$ cat src/hw/rtl/mbhp_pkg.sv
// Package for the MP4 box header parser: payload structs, configuration
// register indexes, header size constants.
// No dependencies.
package mbhp_pkg;

   localparam int SIZE_BITS_DEF = 64;
   localparam int LEN_W         = 64;
   localparam int TYPE_W        = 32;
   localparam int HDR_W         = 5;
   localparam int CNT_W         = 5;
   localparam int CSR_DATA_W    = 64;
   localparam int CSR_IDX_W     = 1;

   // header lengths and byte counts within the header
   localparam logic [HDR_W-1:0] HDR_SHORT  = 5'd8;
   localparam logic [HDR_W-1:0] HDR_LONG   = 5'd16;
   localparam logic [CNT_W-1:0] TYPE_FIRST = 5'd4;
   localparam logic [CNT_W-1:0] TYPE_LAST  = 5'd7;
   localparam logic [CNT_W-1:0] LAST_SHORT = 5'd7;
   localparam logic [CNT_W-1:0] LAST_LONG  = 5'd15;

   // fewest bytes that can still hold a box header
   localparam logic [LEN_W-1:0] MIN_REMAIN = 64'd8;

   typedef enum logic [CSR_IDX_W-1:0] {
      CSR_BUFFER_LENGTH = 1'b0,
      CSR_VALIDATE_FULL = 1'b1
   } csr_index_type;

   typedef struct packed {
      logic [7:0] data_byte;
      logic       start_req;
   } req_type;

   typedef struct packed {
      logic              box_found;
      logic [TYPE_W-1:0] box_type;
      logic [HDR_W-1:0]  header_bytes;
      logic [LEN_W-1:0]  payload_offset;
      logic [LEN_W-1:0]  payload_bytes;
      logic              parse_done;
      logic              bad_data;
   } rsp_type;

   typedef struct packed {
      logic [LEN_W-1:0] buffer_length;
      logic             validate_full;
   } cfg_type;

endpackage

$ cat src/hw/rtl/mbhp_parse.sv
// Per-byte parse state and box header decode for the MP4 box header parser.
// Depends on mbhp_pkg.
module mbhp_parse import mbhp_pkg::*; #(
   parameter int SIZE_BITS = SIZE_BITS_DEF
) (
   input  logic    clock,
   input  logic    reset,
   input  logic    step,
   input  req_type item,
   input  cfg_type cfg,
   output logic    result_valid,
   output rsp_type result
);

   logic [LEN_W-1:0]     pos_ff, pos_in;
   logic [CNT_W-1:0]     cnt_ff, cnt_in;
   logic [SIZE_BITS-1:0] size_ff, size_in;
   logic [TYPE_W-1:0]    type_ff, type_in;
   logic [LEN_W-1:0]     left_ff, left_in;
   logic                 fin_ff, fin_in;

   // state as seen by this byte; a start request clears it
   logic [LEN_W-1:0]     pos_e;
   logic [CNT_W-1:0]     cnt_e;
   logic [SIZE_BITS-1:0] size_e;
   logic [TYPE_W-1:0]    type_e;
   logic [LEN_W-1:0]     left_e;
   logic                 fin_e;

   logic                 now_brw, aft_brw, size_brw, ovr;
   logic [LEN_W-1:0]     now_diff, aft_diff, rem_now, rem_aft, pos_inc, pay, tail;
   logic [SIZE_BITS-1:0] size_base, size_shift, size_n, size_pay;
   logic [TYPE_W-1:0]    type_base, type_ins, type_n;
   logic [HDR_W-1:0]     hdr;
   logic                 is_type, hdr_short, size_zero, finish;
   logic                 nxt_valid;
   rsp_type              nxt;

   always_comb begin
      if (item.start_req) begin
         pos_e  = '0;
         cnt_e  = '0;
         size_e = '0;
         type_e = '0;
         left_e = '0;
         fin_e  = 1'b0;
      end else begin
         pos_e  = pos_ff;
         cnt_e  = cnt_ff;
         size_e = size_ff;
         type_e = type_ff;
         left_e = left_ff;
         fin_e  = fin_ff;
      end
   end

   always_comb begin
      {now_brw, now_diff} = {1'b0, cfg.buffer_length} - {1'b0, pos_e};
      rem_now = now_brw ? '0 : now_diff;
      pos_inc = pos_e + 64'd1;
      // remaining after this byte; the position wraps to zero at the top
      {aft_brw, aft_diff} = {1'b0, cfg.buffer_length} - {1'b0, pos_e} - 65'd1;
      if (&pos_e) begin
         rem_aft = cfg.buffer_length;
      end else begin
         rem_aft = aft_brw ? '0 : aft_diff;
      end

      size_base  = (cnt_e == '0) ? '0 : size_e;
      type_base  = (cnt_e == '0) ? '0 : type_e;
      size_shift = {size_base[SIZE_BITS-9:0], item.data_byte};
      type_ins   = type_base;
      for (int i = 0; i < 4; i++) begin
         if (cnt_e[1:0] == 2'(i)) begin
            type_ins[8*i +: 8] = type_base[8*i +: 8] | item.data_byte;
         end
      end
      is_type = cnt_e inside {[TYPE_FIRST:TYPE_LAST]};
      size_n  = is_type ? size_base : size_shift;
      type_n  = is_type ? type_ins : type_base;

      hdr_short = (cnt_e == LAST_SHORT);
      hdr       = hdr_short ? HDR_SHORT : HDR_LONG;
      size_zero = (size_n == '0);
      {size_brw, size_pay} = {1'b0, size_n} - {1'b0, SIZE_BITS'(hdr)};
      // a size of zero in the short header runs the box to the end of the buffer
      pay = (hdr_short && size_zero) ? rem_aft : LEN_W'(size_pay);
      {ovr, tail} = {1'b0, rem_aft} - {1'b0, pay};
   end

   always_comb begin
      pos_in    = pos_e;
      cnt_in    = cnt_e;
      size_in   = size_e;
      type_in   = type_e;
      left_in   = left_e;
      fin_in    = fin_e;
      nxt_valid = 1'b0;
      nxt       = '0;
      finish    = 1'b0;
      if (!fin_e) begin
         if (left_e != '0) begin
            left_in = left_e - 64'd1;
            pos_in  = pos_inc;
         end else if (cnt_e == '0 && rem_now < MIN_REMAIN) begin
            nxt_valid      = 1'b1;
            nxt.parse_done = 1'b1;
            fin_in         = 1'b1;
         end else begin
            cnt_in  = cnt_e + 5'd1;
            pos_in  = pos_inc;
            size_in = size_n;
            type_in = type_n;
            if (hdr_short) begin
               if (size_n != SIZE_BITS'(1)) begin
                  finish = 1'b1;
               end else if (rem_aft < MIN_REMAIN) begin
                  // 64-bit size announced with no room for it
                  cnt_in         = '0;
                  nxt_valid      = 1'b1;
                  nxt.parse_done = 1'b1;
                  nxt.bad_data   = cfg.validate_full;
                  fin_in         = 1'b1;
               end
            end else if (cnt_e == LAST_LONG) begin
               finish = 1'b1;
            end
            if (finish) begin
               cnt_in    = '0;
               nxt_valid = 1'b1;
               if (size_brw && !(hdr_short && size_zero)) begin
                  nxt.parse_done = 1'b1;
                  nxt.bad_data   = 1'b1;
               end else if (ovr) begin
                  nxt.parse_done = 1'b1;
                  nxt.bad_data   = 1'b1;
                  if (!cfg.validate_full) begin
                     nxt.box_found      = 1'b1;
                     nxt.box_type       = type_n;
                     nxt.header_bytes   = hdr;
                     nxt.payload_offset = pos_inc;
                     nxt.payload_bytes  = pay;
                  end
               end else begin
                  left_in            = pay;
                  nxt.box_found      = 1'b1;
                  nxt.box_type       = type_n;
                  nxt.header_bytes   = hdr;
                  nxt.payload_offset = pos_inc;
                  nxt.payload_bytes  = pay;
                  nxt.parse_done     = (tail < MIN_REMAIN);
               end
               fin_in = nxt.parse_done;
            end
         end
      end
   end

   assign result_valid = nxt_valid;
   assign result       = nxt;

   always_ff @(posedge clock) begin
      if (reset) begin
         pos_ff  <= '0;
         cnt_ff  <= '0;
         size_ff <= '0;
         type_ff <= '0;
         left_ff <= '0;
         fin_ff  <= 1'b1;
      end else if (step) begin
         pos_ff  <= pos_in;
         cnt_ff  <= cnt_in;
         size_ff <= size_in;
         type_ff <= type_in;
         left_ff <= left_in;
         fin_ff  <= fin_in;
      end
   end

endmodule

$ cat src/hw/rtl/mbhp_rsp_queue.sv
// Two-entry result queue between the parse logic and the rsp channel.
// Depends on mbhp_pkg.
module mbhp_rsp_queue import mbhp_pkg::*; (
   input  logic    clock,
   input  logic    reset,
   input  logic    push,
   input  rsp_type push_data,
   output logic    full,
   output logic    rsp_valid,
   input  logic    rsp_ready,
   output rsp_type rsp_data
);

   rsp_type    entry_ff [2];
   logic       wr_ptr_ff, wr_ptr_in;
   logic       rd_ptr_ff, rd_ptr_in;
   logic [1:0] cnt_ff, cnt_in;
   logic       pop;

   assign full      = (cnt_ff == 2'd2);
   assign rsp_valid = (cnt_ff != 2'd0);
   assign rsp_data  = entry_ff[rd_ptr_ff];
   assign pop       = rsp_valid && rsp_ready;

   always_comb begin
      wr_ptr_in = push ? ~wr_ptr_ff : wr_ptr_ff;
      rd_ptr_in = pop ? ~rd_ptr_ff : rd_ptr_ff;
      cnt_in    = cnt_ff + 2'(push) - 2'(pop);
   end

   always_ff @(posedge clock) begin
      if (push) begin
         entry_ff[wr_ptr_ff] <= push_data;
      end
   end

   always_ff @(posedge clock) begin
      if (reset) begin
         wr_ptr_ff <= 1'b0;
         rd_ptr_ff <= 1'b0;
         cnt_ff    <= 2'd0;
      end else begin
         wr_ptr_ff <= wr_ptr_in;
         rd_ptr_ff <= rd_ptr_in;
         cnt_ff    <= cnt_in;
      end
   end

endmodule

$ cat src/hw/rtl/mp4_box_header_parser_unit.sv
// MP4 (ISO BMFF) top-level box header parser: one buffer byte per transaction
// on req, one result per box header or end of parse on rsp. The block takes one
// byte per clock while not stalled; a byte's result is registered in the result
// queue and offered on rsp from there. The rate is set by the per-byte update
// of the parse state (position, header byte count, size and type accumulators,
// payload skip count) in mbhp_parse, which each byte must see before the next.
// Results wait in a two-entry queue; the input stalls only while that queue is
// full and the staged byte would produce a result. Write buffer_length and
// validate_full between buffers.
// Depends on mbhp_pkg, mbhp_parse and mbhp_rsp_queue.
module mp4_box_header_parser_unit import mbhp_pkg::*; #(
   parameter int SIZE_BITS = SIZE_BITS_DEF
) (
   input  logic                  clock,
   input  logic                  reset,
   input  logic                  req_valid,
   output logic                  req_ready,
   input  req_type               req_data,
   output logic                  rsp_valid,
   input  logic                  rsp_ready,
   output rsp_type               rsp_data,
   input  logic                  csr_wr_en,
   input  logic [CSR_IDX_W-1:0]  csr_index,
   input  logic [CSR_DATA_W-1:0] csr_wdata
);

   logic [LEN_W-1:0] buf_len_ff;
   logic             validate_ff;
   cfg_type          cfg;

   logic             stg_valid_ff, stg_valid_in;
   req_type          stg_item_ff;
   logic             fire, res_valid, q_full;
   rsp_type          res;

   always_ff @(posedge clock) begin
      if (reset) begin
         buf_len_ff  <= '0;
         validate_ff <= 1'b1;
      end else if (csr_wr_en) begin
         case (csr_index_type'(csr_index))
            CSR_BUFFER_LENGTH: buf_len_ff  <= csr_wdata[LEN_W-1:0];
            CSR_VALIDATE_FULL: validate_ff <= csr_wdata[0];
            default:           buf_len_ff  <= buf_len_ff;
         endcase
      end
   end

   assign cfg.buffer_length = buf_len_ff;
   assign cfg.validate_full = validate_ff;

   // staged byte moves on unless its result has no room
   assign fire      = stg_valid_ff && (!res_valid || !q_full);
   assign req_ready = !stg_valid_ff || fire;

   always_comb begin
      if (req_valid && req_ready) begin
         stg_valid_in = 1'b1;
      end else if (fire) begin
         stg_valid_in = 1'b0;
      end else begin
         stg_valid_in = stg_valid_ff;
      end
   end

   always_ff @(posedge clock) begin
      if (reset) begin
         stg_valid_ff <= 1'b0;
      end else begin
         stg_valid_ff <= stg_valid_in;
      end
   end

   always_ff @(posedge clock) begin
      if (req_valid && req_ready) begin
         stg_item_ff <= req_data;
      end
   end

   mbhp_parse #(
      .SIZE_BITS (SIZE_BITS)
   ) u_parse (
      .clock        (clock),
      .reset        (reset),
      .step         (fire),
      .item         (stg_item_ff),
      .cfg          (cfg),
      .result_valid (res_valid),
      .result       (res)
   );

   mbhp_rsp_queue u_rsp_queue (
      .clock     (clock),
      .reset     (reset),
      .push      (fire && res_valid),
      .push_data (res),
      .full      (q_full),
      .rsp_valid (rsp_valid),
      .rsp_ready (rsp_ready),
      .rsp_data  (rsp_data)
   );

   a_bad_ends_parse: assert property (@(posedge clock) disable iff (reset)
      rsp_valid && rsp_data.bad_data |-> rsp_data.parse_done)
      else $error("bad_data without parse_done");

   a_no_box_fields_clear: assert property (@(posedge clock) disable iff (reset)
      rsp_valid && !rsp_data.box_found |->
         rsp_data.box_type == '0 && rsp_data.header_bytes == '0 &&
         rsp_data.payload_offset == '0 && rsp_data.payload_bytes == '0)
      else $error("box fields set on a result without a box");

   a_hdr_len: assert property (@(posedge clock) disable iff (reset)
      rsp_valid && rsp_data.box_found |->
         rsp_data.header_bytes == HDR_SHORT || rsp_data.header_bytes == HDR_LONG)
      else $error("header length not 8 or 16");

   a_box_offset: assert property (@(posedge clock) disable iff (reset)
      rsp_valid && rsp_data.box_found && !rsp_data.bad_data |->
         rsp_data.payload_offset <= buf_len_ff)
      else $error("reported payload starts past the buffer");

   a_reset_empty: assert property (@(posedge clock)
      reset |=> !rsp_valid)
      else $error("result pending after reset");

endmodule
$ cat config.mk
export PLATFORM = sky130hd
export DESIGN_NAME = mp4_box_header_parser_unit
export DESIGN_NICKNAME = d
export VERILOG_FILES = /design/src/hw/rtl/mbhp_pkg.sv /design/src/hw/rtl/mbhp_parse.sv /design/src/hw/rtl/mbhp_rsp_queue.sv /design/src/hw/rtl/mp4_box_header_parser_unit.sv
export SDC_FILE = /design/constraint.sdc
export NUM_CORES = 2
export LEC_CHECK = 0
export ABC_AREA = 0
export BUFFER_PORTS_ARGS = -buffer_cell sky130_fd_sc_hd__buf_4
export CORE_MARGIN = 5
export CORE_UTILIZATION = 35
export CTS_CLUSTER_SIZE = 10
export DETAILED_ROUTE_END_ITERATION = 8
export PLACE_DENSITY = 0.62
export SYNTH_ARGS = -nofsm -noshare
export SYNTH_HDL_FRONTEND = slang
export SYNTH_SLANG_ARGS = --single-unit
$ cat constraint.sdc
create_clock -name clock -period 29.1 [get_ports clock]
set_input_delay 1.455 -clock clock [delete_from_list [all_inputs] [get_ports clock]]
set_output_delay 1.455 -clock clock [all_outputs]
set_load 0.01 [all_outputs]
==> summary.md <==
| Metric | Value |
|---|---|
| Input/output buffers | `245` |
| Outcome | `finished, final reports clean` |
| CP Launch Type | `register` |
| Slew headroom | `0.220` |
| Total GRT Usage | `0.256` |
| Vias per inst | `6.10` |
| CP arrival | `14.42 ns` |
| Seq/Total Area, Yosys | `0.361` |
| Worst slew pin tran | `1.17 ns` |
| Max-cap check violation count | `0` |
| Critical path type | `register to register` |
| Clock H-tree levels | `3` |
| DRC | `0` |
| # Post-CTS Setup Buffers | `0` |
| Pin count of the biggest net entering global routing | `89` |
| Mean post-synth cell area | `8.05 µm²` |
| Cell count after synthesis | `5569` |
| Initial Util | `0.352` |
| Tot Pwr | `3.92 mW` |
| Clk sinks | `640` |
| Detailed Route WL | `182 mm` |
| Fin crit share | `0.475` |
| Synth unique cells | `122` |
| Commonest non-fill, non-tap cell in the layout | `nand2_1` |
| Final setup violation count | `0` |
| Grt ovf | `0` |
| Hold_buf cts | `0` |
| Layout net count | `5818` |
| Filler cells | `13000` |
| Most frequent cells in the layout | `nand2_1, nor2_1, a21oi_1` |
| CTS tree | `yes` |
| Synth Flop Type | `edfxtp_1` |
| Post-Synthesis Cell Area | `0.0449 mm²` |
| Area grow syn2layout | `12.5%` |
| Core area | `0.128 mm²` |
| Routed len/inst | `24.8 µm` |
| Setup TNS | `0 ns` |
| Antenna violations before repair | `9` |
| Hold Vio Cnt, Final | `0` |
| CP delay by family, top | `compound AO/OA/AOI/OAI gates` |
| Post_cts resized | `0` |
| Initial DRC count | `6011` |
| Post-synth top area cell | `edfxtp_1` |
| Top cell type's share of synthesized area | `0.227` |
| Root buffer cell | `clkbuf_16` |
| CP most frequent cell | `a21oi_1` |
| Post-DRT Antenna Nets | `0` |
| Num CTS Buffers | `78` |
| Cell Rows | `131` |
| Worst Path Required | `29.69 ns` |
| Seq cells post-synth | `640` |
| Final Max Slew Viols | `0` |
| RSZ-0062 raised after global routing | `false` |
| Fin util | `0.396` |
| Post-synth EDFFs | `339` |
| Dominant cells by area after synthesis | `edfxtp_1, dfxtp_1, a21oi_1, nand2_1, nor2_1` |
| Via Count | `44700` |
| Top Ports | `249` |
| Die W | `368 µm` |
| Hold Crit Class | `register to register` |
| Post-layout min period | `13.83 ns` |
| Power density over cell area | `77.7 mW/mm²` |
| Worst clock skew | `0.0456 ns` |
| Critical Path Fanout Max | `88` |
| VDD IR-drop max | `67.0 µV` |
| First-pass GRT wire length | `268 mm` |
| Share of layout cells above drive strength 1 | `0.127` |
| Clk_lat worst skew | `0.71 ns` |
| Slowest stage delay, CP | `0.76 ns` |
| Asr flop ratio synth | `0` |
| DIE HEIGHT | `368 µm` |
| R2R Setup Slk | `15.27 ns` |
| Warnings, synthesis | `0` |
| CP Capture Type | `register` |
| Fmax | `72.3 MHz` |
| Final Instance Area | `0.0505 mm²` |
| Pre-antenna DRT Iters | `7` |
| Clock Path Buffers | `3` |
| Clock-pin slew on the worst setup and hold paths | `0.06 ns` |
| Hpwl dp | `140 mm` |
| Vias in the first global route | `41000` |
| WP buf/inv | `4` |
| Highest-delay cell along the critical path | `o31ai_1` |
| Full die area | `0.135 mm²` |
| Placer Congestion | `1.01` |
| Lkg Pwr | `18.8 nW` |
| Area post-placement | `0.0480 mm²` |
==> power breakdown <==
part           internal, mW  switching, mW
registers             0.986         0.0636
logic                 0.660           1.29
clock network         0.528          0.399
total                  2.17           1.75
==> final timing paths <==
kind | startpoint | to | cells after the start
setup / recovery | stg_item_ff[0] | u_parse.fin_ff | 42
hold / removal | u_parse.left_ff[42] | u_parse.left_ff[42] | 2
setup reg to reg | stg_item_ff[0] | u_parse.fin_ff | 42
hold reg to reg | u_parse.left_ff[42] | u_parse.left_ff[42] | 2
==> Yosys cell counts, drive strengths merged, types with 97 or more instances <==
master,number
ha,133
xnor2,151
edfxtp,339
inv,113
a21oi,614
clkbuf,282
mux2,181
nand3,164
a22oi,129
dfxtp,301
o21ai,298
nor3,181
nand2,718
nand4,97
nor2,716
==> layer usage <==
layer,global-route usage,wire (µm),up-vias
li1,-,-,20400
met3,0.0626,19400,331
met4,0.0902,6710,0
met5,0,0,-
met1,0.369,80700,21600
met2,0.369,75300,2355
==> state kept, by name, summed over array words and instances (netlist names), named ones only <==
signal and flops:
u_rsp_queue.entry_ff 330, u_parse.left_ff 64, buf_len_ff 64, u_rsp_queue.wr_ptr_ff 1, u_parse.fin_ff 1, stg_valid_ff 1
u_parse.size_ff 64, validate_ff 1, u_parse.type_ff 32, u_rsp_queue.rd_ptr_ff 1, u_parse.pos_ff 64, stg_item_ff 9
u_parse.cnt_ff 5, u_rsp_queue.cnt_ff 2
==> worst register-to-register path, delay by kind of cell (launching register included) <==
kind / cells / cell delay (ns)
AOI/OAI and AO/OA: 23 / 6.60
and+or+nand+nor: 13 / 4.01
buffers and inverters: 4 / 1.68
adders and majority gates: 2 / 1.02
DFF: 1 / 0.41
==> cell type report <==
class / count / area (µm²) / area share
antenna: 4 / 10.0 / 0.000198
clock buffer: 129 / 2230 / 0.0443
clock inverter: 15 / 178 / 0.00352
inverter: 113 / 427 / 0.00846
multi-input combinational: 4446 / 26900 / 0.532
sequential: 640 / 16200 / 0.321
tap: 1662 / 2080 / 0.0412
timing repair buffer: 325 / 2460 / 0.0487
==> cell families after synthesis <==
family,share of synthesized area
and+or+nand+nor,0.238
AOI/OAI and AO/OA,0.220
DFF,0.361
buffers and inverters,0.0425
xor gates and xnor gates,0.0476
muxes,0.0526
adders and majority gates,0.0380
other,0.0000836
==> per-stage QoR <==
step	instances	hold WS, ns	worst slack (ns)
2_1_floorplan	5571	0.442	13.04
3_3_place_gp	7186	0.450	15.68
3_5_place_dp	7186	0.464	15.61
4_1_cts	7330	0.473	15.55
5_1_grt	7330	0.490	14.48
6_report	7334	0.477	15.27
Power figures use the tool's default switching activity.
